### config.mk
export PLATFORM = sky130hd
export DESIGN_NAME = pgm_header_and_pixel_parser
export DESIGN_NICKNAME = d
export VERILOG_FILES = /design/src/hdl/pgmhp_pkg.sv /design/src/hdl/pgm_header_and_pixel_parser.sv /design/src/hdl/pgmhp_in_reg.sv /design/src/hdl/pgmhp_core.sv /design/src/hdl/pgmhp_out_reg.sv
export SDC_FILE = /design/constraint.sdc
export NUM_CORES = 1
export LEC_CHECK = 0
export BUFFER_PORTS_ARGS = -buffer_cell sky130_fd_sc_hd__buf_2
export CAP_MARGIN = 20
export CORE_ASPECT_RATIO = 1.2
export CORE_UTILIZATION = 53
export DETAILED_ROUTE_END_ITERATION = 6
export HOLD_SLACK_MARGIN = 0.02
export PLACE_DENSITY = 0.72
export SYNTH_ARGS = -nofsm -noshare
export SYNTH_HDL_FRONTEND = slang
export SYNTH_HIERARCHICAL = 1
export SYNTH_SLANG_ARGS = --single-unit
### constraint.sdc
create_clock -name clk_i -period 9.65 [get_ports clk_i]
set_input_delay 1.93 -clock clk_i [delete_from_list [all_inputs] [get_ports clk_i]]
set_output_delay 1.93 -clock clk_i [all_outputs]
set_load 0.02 [all_outputs]
### src/hdl/pgmhp_pkg.sv
// pgmhp_pkg: shared types and constants of the greymap header and pixel parser
// used by every module under hdl; depends on nothing

package pgmhp_pkg;

  // longest header token, in characters, before it is flagged as an error
  localparam int unsigned MaxTokenChars = 15;
  // token length counter width (holds up to 63)
  localparam int unsigned TokLenW = 6;

  // character codes
  localparam logic [7:0] ChTab     = 8'h09;
  localparam logic [7:0] ChNewline = 8'h0A;
  localparam logic [7:0] ChCr      = 8'h0D;
  localparam logic [7:0] ChSpace   = 8'h20;
  localparam logic [7:0] ChHash    = 8'h23;
  localparam logic [7:0] ChPlus    = 8'h2B;
  localparam logic [7:0] ChMinus   = 8'h2D;
  localparam logic [7:0] ChZero    = 8'h30;
  localparam logic [7:0] ChNine    = 8'h39;

  typedef enum logic [2:0] {
    PH_MAGIC  = 3'd0,
    PH_WIDTH  = 3'd1,
    PH_HEIGHT = 3'd2,
    PH_MAXVAL = 3'd3,
    PH_PIXELS = 3'd4,
    PH_DONE   = 3'd5,
    PH_HALT   = 3'd6
  } phase_e;

  typedef enum logic [1:0] {
    KIND_HEADER = 2'd0,
    KIND_PIXEL  = 2'd1,
    KIND_ERROR  = 2'd2
  } kind_e;

  typedef struct packed {
    logic [7:0] in_byte;
    logic       new_file;
  } item_t;

  typedef struct packed {
    kind_e       kind;
    logic [15:0] magic_code;
    logic [15:0] img_width;
    logic [15:0] img_height;
    logic [15:0] max_value;
    logic [7:0]  pixel_value;
    logic [15:0] pixel_row;
    logic [15:0] pixel_col;
    logic        image_done;
  } result_t;

  // handshake between the input register, the parse core and the result register
  typedef struct packed {
    logic valid;    // input register holds an item
    logic advance;  // item is consumed this cycle
  } stage_ctrl_t;

endpackage

### src/hdl/pgm_header_and_pixel_parser.sv
// pgm_header_and_pixel_parser: top level of the binary greymap byte parser
// depends on pgmhp_pkg, pgmhp_in_reg, pgmhp_core, pgmhp_out_reg
//
//   channel | direction | handshake                | payload
//   --------+-----------+--------------------------+----------------------------------
//   in      | input     | in_valid_i / in_stall_o  | in_byte_i, new_file_i
//   out     | output    | out_valid_o / out_stall_i| kind_o, header fields, pixel fields
//
// one byte item per cycle sustained while out_stall_i holds back no result; an
// item that yields a result goes to out_valid_o via the input register, then the result register
// the parse step is one pass of small logic: compares, one x10 add, counters
// reset (rst_ni, async, active low) clears the parse state and both valid bits
// in_stall_o rises only while the input register holds an item that yields a
// result and the result register is full and stalled

module pgm_header_and_pixel_parser (
  input  logic        clk_i,
  input  logic        rst_ni,
  // input byte channel
  input  logic        in_valid_i,
  output logic        in_stall_o,
  input  logic [7:0]  in_byte_i,
  input  logic        new_file_i,
  // result channel
  output logic        out_valid_o,
  input  logic        out_stall_i,
  output logic [1:0]  kind_o,
  output logic [15:0] magic_code_o,
  output logic [15:0] img_width_o,
  output logic [15:0] img_height_o,
  output logic [15:0] max_value_o,
  output logic [7:0]  pixel_value_o,
  output logic [15:0] pixel_row_o,
  output logic [15:0] pixel_col_o,
  output logic        image_done_o
);

  pgmhp_pkg::item_t       in_item;
  pgmhp_pkg::item_t       s1_item;
  pgmhp_pkg::stage_ctrl_t s1_ctrl;
  pgmhp_pkg::result_t     step_result;
  pgmhp_pkg::result_t     out_result;
  logic                   s1_valid;
  logic                   step_has_result;
  logic                   out_free;

  assign in_item.in_byte  = in_byte_i;
  assign in_item.new_file = new_file_i;

  // the held item moves on unless its result has nowhere to go
  assign s1_ctrl.valid   = s1_valid;
  assign s1_ctrl.advance = s1_valid && (!step_has_result || out_free);

  pgmhp_in_reg u_in_reg (
    .clk_i      (clk_i),
    .rst_ni     (rst_ni),
    .in_valid_i (in_valid_i),
    .in_stall_o (in_stall_o),
    .item_i     (in_item),
    .advance_i  (s1_ctrl.advance),
    .valid_o    (s1_valid),
    .item_o     (s1_item)
  );

  // header tokenizer, number parse and pixel counters
  pgmhp_core u_core (
    .clk_i        (clk_i),
    .rst_ni       (rst_ni),
    .item_i       (s1_item),
    .ctrl_i       (s1_ctrl),
    .has_result_o (step_has_result),
    .result_o     (step_result)
  );

  pgmhp_out_reg u_out_reg (
    .clk_i       (clk_i),
    .rst_ni      (rst_ni),
    .load_i      (s1_ctrl.advance && step_has_result),
    .result_i    (step_result),
    .free_o      (out_free),
    .out_valid_o (out_valid_o),
    .out_stall_i (out_stall_i),
    .result_o    (out_result)
  );

  assign kind_o        = out_result.kind;
  assign magic_code_o  = out_result.magic_code;
  assign img_width_o   = out_result.img_width;
  assign img_height_o  = out_result.img_height;
  assign max_value_o   = out_result.max_value;
  assign pixel_value_o = out_result.pixel_value;
  assign pixel_row_o   = out_result.pixel_row;
  assign pixel_col_o   = out_result.pixel_col;
  assign image_done_o  = out_result.image_done;

`ifndef SYNTHESIS
  // an error item carries nothing from the header
  a_error_clear: assert property (@(posedge clk_i) disable iff (!rst_ni)
    out_valid_o && kind_o == pgmhp_pkg::KIND_ERROR |->
      magic_code_o == '0 && img_width_o == '0 && img_height_o == '0 &&
      max_value_o == '0 && image_done_o == 1'b0)
    else $error("error item with nonzero fields");

  // a pixel lies inside the image
  a_pixel_inside: assert property (@(posedge clk_i) disable iff (!rst_ni)
    out_valid_o && kind_o == pgmhp_pkg::KIND_PIXEL |->
      pixel_col_o < img_width_o && pixel_row_o < img_height_o)
    else $error("pixel position outside image");

  // header done flag follows an empty image
  a_header_done: assert property (@(posedge clk_i) disable iff (!rst_ni)
    out_valid_o && kind_o == pgmhp_pkg::KIND_HEADER |->
      image_done_o == (img_width_o == '0 || img_height_o == '0) &&
      pixel_row_o == '0 && pixel_col_o == '0)
    else $error("header item fields inconsistent");
`endif

endmodule

### src/hdl/pgmhp_in_reg.sv
// pgmhp_in_reg: input register of the parser, holds one accepted item
// depends on pgmhp_pkg

module pgmhp_in_reg (
  input  logic                clk_i,
  input  logic                rst_ni,
  input  logic                in_valid_i,
  output logic                in_stall_o,
  input  pgmhp_pkg::item_t    item_i,
  input  logic                advance_i,
  output logic                valid_o,
  output pgmhp_pkg::item_t    item_o
);

  logic             valid_q, valid_d;
  pgmhp_pkg::item_t item_q;
  logic             accept;

  assign in_stall_o = valid_q && !advance_i;
  assign accept     = in_valid_i && !in_stall_o;

  always_comb begin
    valid_d = valid_q;
    if (accept) begin
      valid_d = 1'b1;
    end else if (advance_i) begin
      valid_d = 1'b0;
    end
  end

  always_ff @(posedge clk_i or negedge rst_ni) begin
    if (!rst_ni) begin
      valid_q <= 1'b0;
    end else begin
      valid_q <= valid_d;
    end
  end

  always_ff @(posedge clk_i) begin
    if (accept) begin
      item_q <= item_i;
    end
  end

  assign valid_o = valid_q;
  assign item_o  = item_q;

endmodule

### src/hdl/pgmhp_core.sv
// pgmhp_core: parse state and single-pass step logic for one byte
// depends on pgmhp_pkg

module pgmhp_core (
  input  logic                 clk_i,
  input  logic                 rst_ni,
  input  pgmhp_pkg::item_t     item_i,
  input  pgmhp_pkg::stage_ctrl_t ctrl_i,
  output logic                 has_result_o,
  output pgmhp_pkg::result_t   result_o
);

  pgmhp_pkg::phase_e phase_q, phase_d, eff_phase;
  logic                       in_token_q, in_token_d, eff_in_token;
  logic                       in_comment_q, in_comment_d, eff_in_comment;
  logic [pgmhp_pkg::TokLenW-1:0] tok_len_q, tok_len_d, eff_tok_len;
  logic [15:0]                acc_q, acc_d, eff_acc;
  logic                       stopped_q, stopped_d, eff_stopped;
  logic [15:0]                magic_q, magic_d, eff_magic;
  logic [15:0]                width_q, width_d, eff_width;
  logic [15:0]                height_q, height_d, eff_height;
  logic [15:0]                maxv_q, maxv_d, eff_maxv;
  logic [15:0]                row_q, row_d, eff_row;
  logic [15:0]                col_q, col_d, eff_col;

  logic [7:0]  b;
  logic        nf;
  logic        is_ws;
  // character take inputs and outputs
  logic [pgmhp_pkg::TokLenW-1:0] tc_len;
  logic [15:0] tc_acc;
  logic        tc_stop;
  logic [15:0] tk_acc, tk_magic;
  logic        tk_stop;
  logic [19:0] acc_x10;
  logic        is_digit;
  logic [16:0] col_inc, row_inc;
  logic        last_pix;
  logic        empty;

  assign b  = item_i.in_byte;
  assign nf = item_i.new_file;
  assign is_ws = (b == pgmhp_pkg::ChSpace) ||
                 ((b >= pgmhp_pkg::ChTab) && (b <= pgmhp_pkg::ChCr));

  // new_file clears everything before the byte is parsed
  always_comb begin
    eff_phase      = nf ? pgmhp_pkg::PH_MAGIC : phase_q;
    eff_in_token   = nf ? 1'b0 : in_token_q;
    eff_in_comment = nf ? 1'b0 : in_comment_q;
    eff_tok_len    = nf ? '0 : tok_len_q;
    eff_acc        = nf ? '0 : acc_q;
    eff_stopped    = nf ? 1'b0 : stopped_q;
    eff_magic      = nf ? '0 : magic_q;
    eff_width      = nf ? '0 : width_q;
    eff_height     = nf ? '0 : height_q;
    eff_maxv       = nf ? '0 : maxv_q;
    eff_row        = nf ? '0 : row_q;
    eff_col        = nf ? '0 : col_q;
  end

  // a fresh token starts from zero
  assign tc_len  = eff_in_token ? eff_tok_len : '0;
  assign tc_acc  = eff_in_token ? eff_acc : '0;
  assign tc_stop = eff_in_token ? eff_stopped : 1'b0;

  assign is_digit = (b >= pgmhp_pkg::ChZero) && (b <= pgmhp_pkg::ChNine);
  assign acc_x10  = 20'({tc_acc, 3'b000}) + 20'({tc_acc, 1'b0}) +
                    20'(b[3:0]);

  // one token character: magic letters or an atoi digit
  always_comb begin
    tk_acc   = tc_acc;
    tk_stop  = tc_stop;
    tk_magic = eff_magic;
    if (eff_phase == pgmhp_pkg::PH_MAGIC) begin
      if (tc_len == '0) begin
        tk_magic = {b, 8'h00};
      end else if (tc_len == pgmhp_pkg::TokLenW'(1)) begin
        tk_magic = {eff_magic[15:8], b};
      end
    end else if (!tc_stop) begin
      if (tc_len == '0 && b == pgmhp_pkg::ChPlus) begin
        tk_stop = 1'b0;
      end else if (tc_len == '0 && b == pgmhp_pkg::ChMinus) begin
        tk_stop = 1'b1;
      end else if (is_digit) begin
        tk_acc = (acc_x10[19:16] != 4'd0) ? 16'hFFFF : acc_x10[15:0];
      end else begin
        tk_stop = 1'b1;
      end
    end
  end

  assign col_inc  = {1'b0, eff_col} + 17'd1;
  assign row_inc  = {1'b0, eff_row} + 17'd1;
  assign last_pix = (row_inc == {1'b0, eff_height}) && (col_inc == {1'b0, eff_width});
  assign empty    = (eff_width == '0) || (eff_height == '0);

  // next state
  always_comb begin
    phase_d      = eff_phase;
    in_token_d   = eff_in_token;
    in_comment_d = eff_in_comment;
    tok_len_d    = eff_tok_len;
    acc_d        = eff_acc;
    stopped_d    = eff_stopped;
    magic_d      = eff_magic;
    width_d      = eff_width;
    height_d     = eff_height;
    maxv_d       = eff_maxv;
    row_d        = eff_row;
    col_d        = eff_col;

    case (eff_phase)
      pgmhp_pkg::PH_DONE, pgmhp_pkg::PH_HALT: begin
        phase_d = eff_phase;
      end
      pgmhp_pkg::PH_PIXELS: begin
        if (last_pix) begin
          phase_d = pgmhp_pkg::PH_DONE;
        end else if (col_inc >= {1'b0, eff_width}) begin
          col_d = '0;
          row_d = row_inc[15:0];
        end else begin
          col_d = col_inc[15:0];
        end
      end
      default: begin
        if (!eff_in_token) begin
          if (eff_in_comment) begin
            if (b == pgmhp_pkg::ChNewline) begin
              in_comment_d = 1'b0;
            end
          end else if (b == pgmhp_pkg::ChHash) begin
            in_comment_d = 1'b1;
          end else if (!is_ws) begin
            in_token_d = 1'b1;
            tok_len_d  = pgmhp_pkg::TokLenW'(1);
            acc_d      = tk_acc;
            stopped_d  = tk_stop;
            magic_d    = tk_magic;
          end
        end else if (!is_ws) begin
          if (eff_tok_len >= pgmhp_pkg::TokLenW'(pgmhp_pkg::MaxTokenChars)) begin
            // token too long: clear everything and halt until next file
            phase_d      = pgmhp_pkg::PH_HALT;
            in_token_d   = 1'b0;
            in_comment_d = 1'b0;
            tok_len_d    = '0;
            acc_d        = '0;
            stopped_d    = 1'b0;
            magic_d      = '0;
            width_d      = '0;
            height_d     = '0;
            maxv_d       = '0;
            row_d        = '0;
            col_d        = '0;
          end else begin
            tok_len_d = eff_tok_len + pgmhp_pkg::TokLenW'(1);
            acc_d     = tk_acc;
            stopped_d = tk_stop;
            magic_d   = tk_magic;
          end
        end else begin
          // whitespace ends the token
          in_token_d = 1'b0;
          tok_len_d  = '0;
          case (eff_phase)
            pgmhp_pkg::PH_MAGIC: begin
              phase_d = pgmhp_pkg::PH_WIDTH;
            end
            pgmhp_pkg::PH_WIDTH: begin
              width_d = eff_acc;
              phase_d = pgmhp_pkg::PH_HEIGHT;
            end
            pgmhp_pkg::PH_HEIGHT: begin
              height_d = eff_acc;
              phase_d  = pgmhp_pkg::PH_MAXVAL;
            end
            default: begin
              maxv_d  = eff_acc;
              row_d   = '0;
              col_d   = '0;
              phase_d = empty ? pgmhp_pkg::PH_DONE : pgmhp_pkg::PH_PIXELS;
            end
          endcase
        end
      end
    endcase
  end

  // result of this byte, if it yields one
  always_comb begin
    has_result_o         = 1'b0;
    result_o.kind        = pgmhp_pkg::KIND_HEADER;
    result_o.magic_code  = eff_magic;
    result_o.img_width   = eff_width;
    result_o.img_height  = eff_height;
    result_o.max_value   = eff_maxv;
    result_o.pixel_value = '0;
    result_o.pixel_row   = '0;
    result_o.pixel_col   = '0;
    result_o.image_done  = 1'b0;

    case (eff_phase)
      pgmhp_pkg::PH_DONE, pgmhp_pkg::PH_HALT: begin
        has_result_o = 1'b0;
      end
      pgmhp_pkg::PH_PIXELS: begin
        has_result_o         = 1'b1;
        result_o.kind        = pgmhp_pkg::KIND_PIXEL;
        result_o.pixel_value = b;
        result_o.pixel_row   = eff_row;
        result_o.pixel_col   = eff_col;
        result_o.image_done  = last_pix;
      end
      default: begin
        if (eff_in_token && !is_ws &&
            eff_tok_len >= pgmhp_pkg::TokLenW'(pgmhp_pkg::MaxTokenChars)) begin
          has_result_o        = 1'b1;
          result_o.kind       = pgmhp_pkg::KIND_ERROR;
          result_o.magic_code = '0;
          result_o.img_width  = '0;
          result_o.img_height = '0;
          result_o.max_value  = '0;
        end else if (eff_in_token && is_ws && eff_phase == pgmhp_pkg::PH_MAXVAL) begin
          // maximum value token ends: header is complete
          has_result_o        = 1'b1;
          result_o.max_value  = eff_acc;
          result_o.image_done = empty;
        end
      end
    endcase
  end

  always_ff @(posedge clk_i or negedge rst_ni) begin
    if (!rst_ni) begin
      phase_q      <= pgmhp_pkg::PH_MAGIC;
      in_token_q   <= 1'b0;
      in_comment_q <= 1'b0;
      tok_len_q    <= '0;
      acc_q        <= '0;
      stopped_q    <= 1'b0;
      magic_q      <= '0;
      width_q      <= '0;
      height_q     <= '0;
      maxv_q       <= '0;
      row_q        <= '0;
      col_q        <= '0;
    end else if (ctrl_i.valid && ctrl_i.advance) begin
      phase_q      <= phase_d;
      in_token_q   <= in_token_d;
      in_comment_q <= in_comment_d;
      tok_len_q    <= tok_len_d;
      acc_q        <= acc_d;
      stopped_q    <= stopped_d;
      magic_q      <= magic_d;
      width_q      <= width_d;
      height_q     <= height_d;
      maxv_q       <= maxv_d;
      row_q        <= row_d;
      col_q        <= col_d;
    end
  end

endmodule

### src/hdl/pgmhp_out_reg.sv
// pgmhp_out_reg: result register of the parser, holds one item until taken
// depends on pgmhp_pkg

module pgmhp_out_reg (
  input  logic               clk_i,
  input  logic               rst_ni,
  input  logic               load_i,
  input  pgmhp_pkg::result_t result_i,
  output logic               free_o,
  output logic               out_valid_o,
  input  logic               out_stall_i,
  output pgmhp_pkg::result_t result_o
);

  logic               valid_q, valid_d;
  pgmhp_pkg::result_t result_q;

  // free when empty or being taken this cycle
  assign free_o = !valid_q || !out_stall_i;

  always_comb begin
    valid_d = valid_q;
    if (load_i) begin
      valid_d = 1'b1;
    end else if (valid_q && !out_stall_i) begin
      valid_d = 1'b0;
    end
  end

  always_ff @(posedge clk_i or negedge rst_ni) begin
    if (!rst_ni) begin
      valid_q <= 1'b0;
    end else begin
      valid_q <= valid_d;
    end
  end

  always_ff @(posedge clk_i) begin
    if (load_i) begin
      result_q <= result_i;
    end
  end

  assign out_valid_o = valid_q;
  assign result_o    = result_q;

endmodule
==> results of run 1 <==
sequential cells by signal, indices dropped and copies added, names as in the netlist:
| signal | count |
|---|---|
| u_in_reg/item_o | 9 |
| u_core/in_comment_q | 1 |
| u_core/height_q | 16 |
| u_core/acc_q | 16 |
| u_core/in_token_q | 1 |
| u_out_reg/out_valid_o | 1 |
| u_core/phase_q | 3 |
| u_core/row_q | 16 |
| u_core/tok_len_q | 6 |
| u_core/stopped_q | 1 |
| u_core/magic_q | 16 |
| u_core/width_q | 16 |
| u_core/col_q | 16 |
| u_in_reg/valid_o | 1 |
| u_out_reg/result_o | 107 |
| u_core/maxv_q | 16 |
synth_stat cells, types with 9 or more instances:
library cell,instances
a21o_1,25
a21oi_1,77
a22o_1,41
a22oi_1,21
a31oi_1,11
and2_1,77
buf_2,16
clkbuf_1,55
dfrtp_1,126
edfxtp_1,116
ha_1,50
inv_1,25
nand2_1,173
nand2b_1,19
nand3_1,27
nand4_1,15
nor2_1,97
nor2b_1,27
nor3_1,22
nor4_1,12
o211ai_1,9
o21ai_0,89
or3_1,11
xnor2_1,29
xor2_1,19
metrics by stage:
step	worst slack, ns	instances	power, W	area [sq um]
2_1_floorplan	4.82	1355	0.00131	13500
3_3_place_gp	4.51	1734	0.00138	14300
3_5_place_dp	4.40	1735	0.00138	14300
4_1_cts	4.26	1779	0.00230	15100
5_1_grt	3.89	1781	0.00236	15100
6_report	4.24	1781	0.00229	15100
worst max-delay path: cells and delay by family, from the launching register on:
family          cells  cell delay, ns
compound gates      2            0.75
buf+inv             2            0.20
flops               1            0.65
simple gates        6            1.35
path summary, 6_finish.rpt:
kind,slack [ns],start,endpoint
max in group asynchronous,6.79,rst_ni,u_core/col_q[3]$_DFFE_PN0P_
min reg2reg,0.48,u_core/magic_q[15]$_DFFE_PN0P_,u_core/magic_q[15]$_DFFE_PN0P_
max,4.24,u_in_reg/item_o[4]$_DFFE_PP_,in_stall_o
min,0.48,u_core/magic_q[15]$_DFFE_PN0P_,u_core/magic_q[15]$_DFFE_PN0P_
max reg2reg,4.32,u_in_reg/item_o[0]$_DFFE_PP_,u_core/col_q[12]$_DFFE_PN0P_
min in group asynchronous,1.52,rst_ni,u_core/magic_q[13]$_DFFE_PN0P_
layer usage:
metal | track usage | part of all wire
met1 | 0.353 | 0.40
met2 | 0.482 | 0.50
met3 | 0.0348 | 0.060
met4 | 0.116 | 0.038
met5 | 0 | 0
power groups by stage:
stage	Clock, W	Sequential (W)	Combinational, W
2_1_floorplan	0	0.00115	0.000167
3_3_place_gp	0	0.00117	0.000213
3_5_place_dp	0	0.00117	0.000215
4_1_cts	0.000937	0.00115	0.000217
5_1_grt	0.000970	0.00115	0.000242
6_report	0.000917	0.00115	0.000219
layout make-up:
| cell class | instances | area share |
|---|---|---|
| clock inverter | 6 | 0.00431 |
| multi-input combinational | 1006 | 0.427 |
| inverter | 26 | 0.00647 |
| clock buffer | 38 | 0.0467 |
| timing repair buffer | 138 | 0.0487 |
| tap | 325 | 0.0269 |
| sequential | 242 | 0.440 |
cells by family (layout without fill, tap and decap cells):
group / Yosys count / count (layout)
compound gates: 365 / 365
xor+xnor: 49 / 49
mux: 6 / 6
fa+ha+maj: 51 / 51
flops: 242 / 242
buf+inv: 107 / 208
simple gates: 535 / 535
==> results.md, run 1 <==
* Status: complete, no violations
* DR vias at ~11000
* Die width at between 100 and 150 um
* Final Hold Vio Count at 0
* Worst endpoint required time at between 7 and 8 ns
* Avg Cell Area, Syn at around 10 sq um
* Seq cells post-synth at between 200 and 250
* Final Util at 0.606
* Worst slew margin at 0.255
* Multi-input logic area at between 6000 and 7000 sq um
* DR WL/cell at 20.3 um
* Post-synthesis sequential area ratio at 0.491
* Total wire length at ~36000 um
* H-tree Lvls at 1
* Syn nets at between 1000 and 1500
* CP Capture Type: primary output
* Pins Over Slew Limit at 0
* Cell mode on critical path: nand2_1
* Largest area contributor in the netlist: edfxtp_1
* # Post-CTS Setup Buffers at 0
* Area contributors post-synth: edfxtp_1 (26%), dfrtp_1 (23%), nand2_1 (4.8%)
* Crit-path max FO at 12
* Most frequent cells in the layout: nand2_1 (173), dfrtp_1 (126), buf_2 (120)
* Setup Skew at 0.0163 ns
* Drt initial violations at slightly above 1000
* Commonest non-fill, non-tap cell in the layout: nand2_1
* Num rows at 63
* CTS resizes at 0
* CP cell instances: nor2b_1 -> nand2_1 -> o211ai_1 -> nand2_1 -> nor3_1 -> or3_1 -> a21boi_1 -> nand2b_4 -> inv_1 -> buf_2
* Post-route ant nets at 0
* Hold buffer count at cts at 0
* Seq pwr share at 0.503
* Largest family of logic cells by synthesized area: simple AND/OR/NAND/NOR gates
* Synth top area share at 0.257
* CTS buffer count at 24
* CP Launch Type: flip-flop
* Pleak at ~6.2 nW
* IO Port Bufs at 121
* Number of global-route vias before repair at 10600
* Area fraction in compound gates after synthesis at 0.181
* Psw at ~0.00057 W
* Worst Hold Slack at approximately 0.48 ns
* Layout cells sized above 1 at 0.144
* NumNets Final at 1502
* RSZ-0062 raised after global routing: false
* Number of synthesized flops with an enable pin at 116
* Core Region at ~25000 sq um
* Total gr overflow at 0
* Global placement routability congestion at 0.976
* # IOs at around 120
* Comb pwr share at 0.096
* DIE AREA at between 20000 and 30000 sq um
* Initial Util at 0.543
* Simple-gate share of the synthesized area at 0.210
* Clk pwr share at 0.401
* Remaining DRCs at 0
* Number of fill cells at 2158
* Initial antenna violation count at 0
* Max-cap viol count at 0
* Pint at ~0.0017 W
* Crit path DAT at ~3.5 ns
* Antenna Cells at 0
* Cell area after synthesis at about 14000 sq um
* Final setup fails at 0
* Post-synth cell types at 89
* Synth Area in Adders at 0.0477
* CP max stage cell: o211ai_1
* Post-synth ARST share at 0.521
* GRT Total Usage at 0.279
* CTS tree: done
* Tmin final at around 5.4 ns
* Dpl hpwl at between 20000 and 30000 um
* FF+latch area at between 6000 and 7000 sq um
* Worst Reg-to-Reg Cells at 21
* WHS Path Cells at 1
* Worst-Margin Slew at between 1 and 1.5 ns
* Top FF cell, synth: dfrtp_1
* Die Ht at ~180 um
* Hold Path Class: reg2reg
* Clk slew on worst S/H paths at around 0.06 ns
* Cell Pwr Density at 151 nW/um^2
* Area growth from synthesis to layout at 11.6%
* Clock sinks at between 200 and 250
* Mux cell area share after synthesis at 0.00462
* Ys Warns at 6
* Via density at 6.21
* Setup TNS at 0 ns
* Wire length of the first global-routing pass at 57200 um
* Clk root buf: clkbuf_16
* CTS Buffer Depth at 3
* Max VDD drop at around 0.13 mV
* Gate Count Post-Synth at between 1000 and 1500
* Largest net degree at the start of global routing at 73
* Sw frac at 0.250
* 1st-pass router iterations at 5
* Final worst-path cycle share at 0.560
* Fmax at about 0.18 GHz
* Max stage delay on crit path at between 0.6 and 0.7 ns
* WS Path Type: reg2out
* Synth Area in XOR/XNOR at 0.0327
* Worst skew pair latency at around 0.52 ns
(Power assumes the default switching activity.)
==> run 2: changes to the inputs <==
- PLACE_DENSITY: 0.72 -> 0.75
- clock period: 9.65 -> 4.5 ns (I/O delays scaled with it)
==> results.md, run 2 (same netlist as run 1, synthesis figures left out) <==
* Status: complete, no violations (unchanged)
* Clk root buf: clkbuf_16 (unchanged)
* DR WL/cell at 20.2 um (was 20.3 um)
* Post-route ant nets at 0 (unchanged)
* Max-cap viol count at 0 (unchanged)
* Worst R2R Start: u_in_reg/item_o[0]$_DFFE_PP_ (unchanged)
* Area growth from synthesis to layout at 13.4% (was 11.6%)
* Pint at 0.00366 W (was 0.00172 W)
* Psw at 0.00123 W (was 0.000571 W)
* DIE AREA at 26200 sq um (unchanged)
* Worst slew margin at 0.391 (was 0.255)
* IO Port Bufs at 121 (unchanged)
* FF+latch area at 6640 sq um (unchanged)
* Pleak at 6.38 nW (was 6.23 nW)
* Crit-path max FO at 61 (was 12)
* Via density at 6.14 (was 6.21)
* Clock sinks at 242 (unchanged)
* Final Hold Vio Count at 0 (unchanged)
* # IOs at 122 (unchanged)
* Cell Pwr Density at 319 nW/um^2 (was 151 nW/um^2)
* Placed inst area at 14600 sq um (was 14300 sq um)
* Worst Reg-to-Reg Cells at 18 (was 21)
* Commonest non-fill, non-tap cell in the layout: nand2_1 (unchanged)
* Remaining DRCs at 0 (unchanged)
* Comb pwr share at 0.105 (was 0.096)
* Worst skew pair latency at 0.53 ns (was 0.52 ns)
* 1st-pass router iterations at 5 (unchanged)
* Fmax at between 0.2 and 0.25 GHz
* Global placement routability congestion at 0.991 (was 0.976)
* Clk slew on worst S/H paths at 0.06 ns (about the same)
* CTS Buffer Depth at 3 (unchanged)
* WS Path Type: reg2out (unchanged)
* Drt initial violations at 894 (was 1010)
* Crit path DAT at 3.38 ns (was 3.48 ns)
* H-tree Lvls at 1 (unchanged)
* Dpl hpwl at 26000 um (was 25700 um)
* CP Launch Type: flip-flop (unchanged)
* Die width at 148 um (unchanged)
* GRT Total Usage at 0.282 (was 0.279)
* Clk pwr share at 0.392 (was 0.401)
* DR vias at 11100 (about the same)
* Initial Util at 0.543 (unchanged)
* Delay-heaviest family, CP: simple AND/OR/NAND/NOR gates (unchanged)
* Initial antenna violation count at 1 (was 0)
* Seq pwr share at 0.502 (was 0.503)
* Multi-input logic area at 6470 sq um (was 6450 sq um)
* Final WS setup at 0.220 ns (was 4.24 ns)
* Reg2Reg Setup Slack at 0.28 ns (was 4.32 ns)
* Hold Path Class: reg2reg (unchanged)
* Total gr overflow at 0 (unchanged)
* NumNets Final at 1531 (was 1502)
* Final worst-path cycle share at 0.951
* Crit path launch: u_in_reg/item_o[0]$_DFFE_PP_ (was u_in_reg/item_o[4]$_DFFE_PP_)
* Worst-Margin Slew at 0.914 ns (was 1.11 ns)
* Total wire length at 36600 um (was 36200 um)
* Die Ht at 177 um (unchanged)
* Num rows at 63 (unchanged)
* Max stage delay on crit path at 0.50 ns (was 0.66 ns)
* Hold buffer count at cts at 0 (unchanged)
* WHS Path Cells at 2 (was 1)
* Final Util at 0.616 (was 0.606)
* Pre-CTS WS at 0.221 ns (was 4.40 ns)
* RSZ-0062 raised after global routing: false (unchanged)
* CTS buffer count at 24 (unchanged)
* CP max stage cell: edfxtp_1 (was o211ai_1)
* Max VDD drop at 0.380 mV (was 0.131 mV)
* Final setup fails at 0 (unchanged)
* Largest net degree at the start of global routing at 106 (was 73)
* Crit Reg-Reg Endpoint: u_core/row_q[0]$_DFFE_PN0P_ (was u_core/col_q[12]$_DFFE_PN0P_)
* Most frequent cells in the layout: nand2_1 (172), dfrtp_1 (126), buf_2 (120) (was nand2_1 (173), dfrtp_1 (126), buf_2 (120))
* CP bufs+invs at 4 (was 2)
* Number of global-route vias before repair at 10700 (was 10600)
* Largest register FFs at 107 (unchanged)
* CP cell instances: buf_4 -> buf_6 -> nor2b_1 -> ha_1 -> nand3_1 -> a21oi_1 -> nand2_1 -> nor3_2 -> or3_1 -> a21boi_1 -> nand2b_4 -> inv_1 -> buf_2 (was nor2b_1 -> nand2_1 -> o211ai_1 -> nand2_1 -> nor3_1 -> or3_1 -> a21boi_1 -> nand2b_4 -> inv_1 -> buf_2)
* Wire length of the first global-routing pass at 57800 um (was 57200 um)
* Tmin final at between 4 and 5 ns
* Number of fill cells at 2118 (was 2158)
* Core Region at 24900 sq um (unchanged)
* Setup Skew at 0.0250 ns (was 0.0163 ns)
* CTS tree: done (unchanged)
* CP Capture Type: primary output (unchanged)
* Setup TNS at 0 ns (unchanged)
* Layout cells sized above 1 at 0.163 (was 0.144)
* HP Start: u_core/magic_q[9]$_DFFE_PN0P_ (was u_core/magic_q[15]$_DFFE_PN0P_)
* Min-Delay Endpoint: u_core/magic_q[9]$_DFFE_PN0P_ (was u_core/magic_q[15]$_DFFE_PN0P_)
* Sw frac at 0.252 (was 0.250)
* Design Area, Final at 15300 sq um (was 15100 sq um)
* Pins Over Slew Limit at 0 (unchanged)
* Worst endpoint required time at 3.60 ns (was 7.72 ns)
-- run 2: cell types whose count changed in the layout (fill, tap and decap cells not counted), sizes merged --
| cell | delta |
|---|---|
| clkbuf | -4 |
| clkinvlp | +1 |
| clkinv | +2 |
| diode | +1 |
| buf | +29 |
-- run 2: worst max path at each step --
stage	slack [ns]	end	cells after the start
5_1_grt	0.01	u_core/acc_q[6]$_DFFE_PN0P_	17
3_5_place_dp	0.22	u_core/row_q[0]$_DFFE_PN0P_	18
6_report	0.22	in_stall_o	13
4_1_cts	0.16	in_stall_o	12
3_3_place_gp	0.36	u_core/row_q[0]$_DFFE_PN0P_	18
2_1_floorplan	0.003	u_core/col_q[11]$_DFFE_PN0P_	22
-- run 2: area by class of cell --
type | count | area share
sequential | 242 | 0.433
multi-input combinational | 1006 | 0.422
timing repair buffer | 167 | 0.0640
clock buffer | 34 | 0.0436
tap | 325 | 0.0265
inverter | 26 | 0.00636
clock inverter | 9 | 0.00481
antenna | 1 | 0.000163
-- run 2: worst reg2reg max path: stages (launching register included) --
cell and delay (ns):
edfxtp_1 0.51, and4b_1 0.33, nand3_1 0.13, or3_1 0.39, nor2_1 0.17, nand3_2 0.13
or2_1 0.28, xor2_1 0.14, nor2_1 0.06, ha_1 0.31, and3_1 0.17, nand4_1 0.17
nor2_1 0.18, nand4_1 0.11, a21o_1 0.19, nor4b_4 0.28, a21oi_2 0.11, and3_1 0.28
a211oi_2 0.22
-- run 2: routing by layer --
layer,vias up,GRT usage,wire (um)
met5,-,0,0
met4,0,0.137,1590
met3,92,0.0389,2340
met2,477,0.482,18100
met1,5370,0.351,14500
li1,5182,-,-
-- run 2: power groups by stage --
stage / Combinational, W / Sequential (W) / Clock [W]
floorplan: 0.000361 / 0.00246 / 0
global placement: 0.000492 / 0.00250 / 0
detailed placement: 0.000501 / 0.00250 / 0
CTS: 0.000506 / 0.00246 / 0.00195
global route: 0.000561 / 0.00247 / 0.00204
finish: 0.000516 / 0.00246 / 0.00192
-- run 2: stage by stage --
| stage | hold slack [ns] | cells | power (W) |
|---|---|---|---|
| after global routing | 0.496 | 1809 | 0.00507 |
| final | 0.483 | 1810 | 0.00490 |
| after global placement | 0.466 | 1764 | 0.00299 |
| after CTS | 0.484 | 1807 | 0.00492 |
| after detailed placement | 0.471 | 1764 | 0.00300 |
| after floorplan | 0.441 | 1355 | 0.00282 |
-- run 2: repair_timing --
item,4_1_cts,5_1_grt
setup endpoints to repair,0,18
buffers inserted,0,2
gates resized for setup,0,4
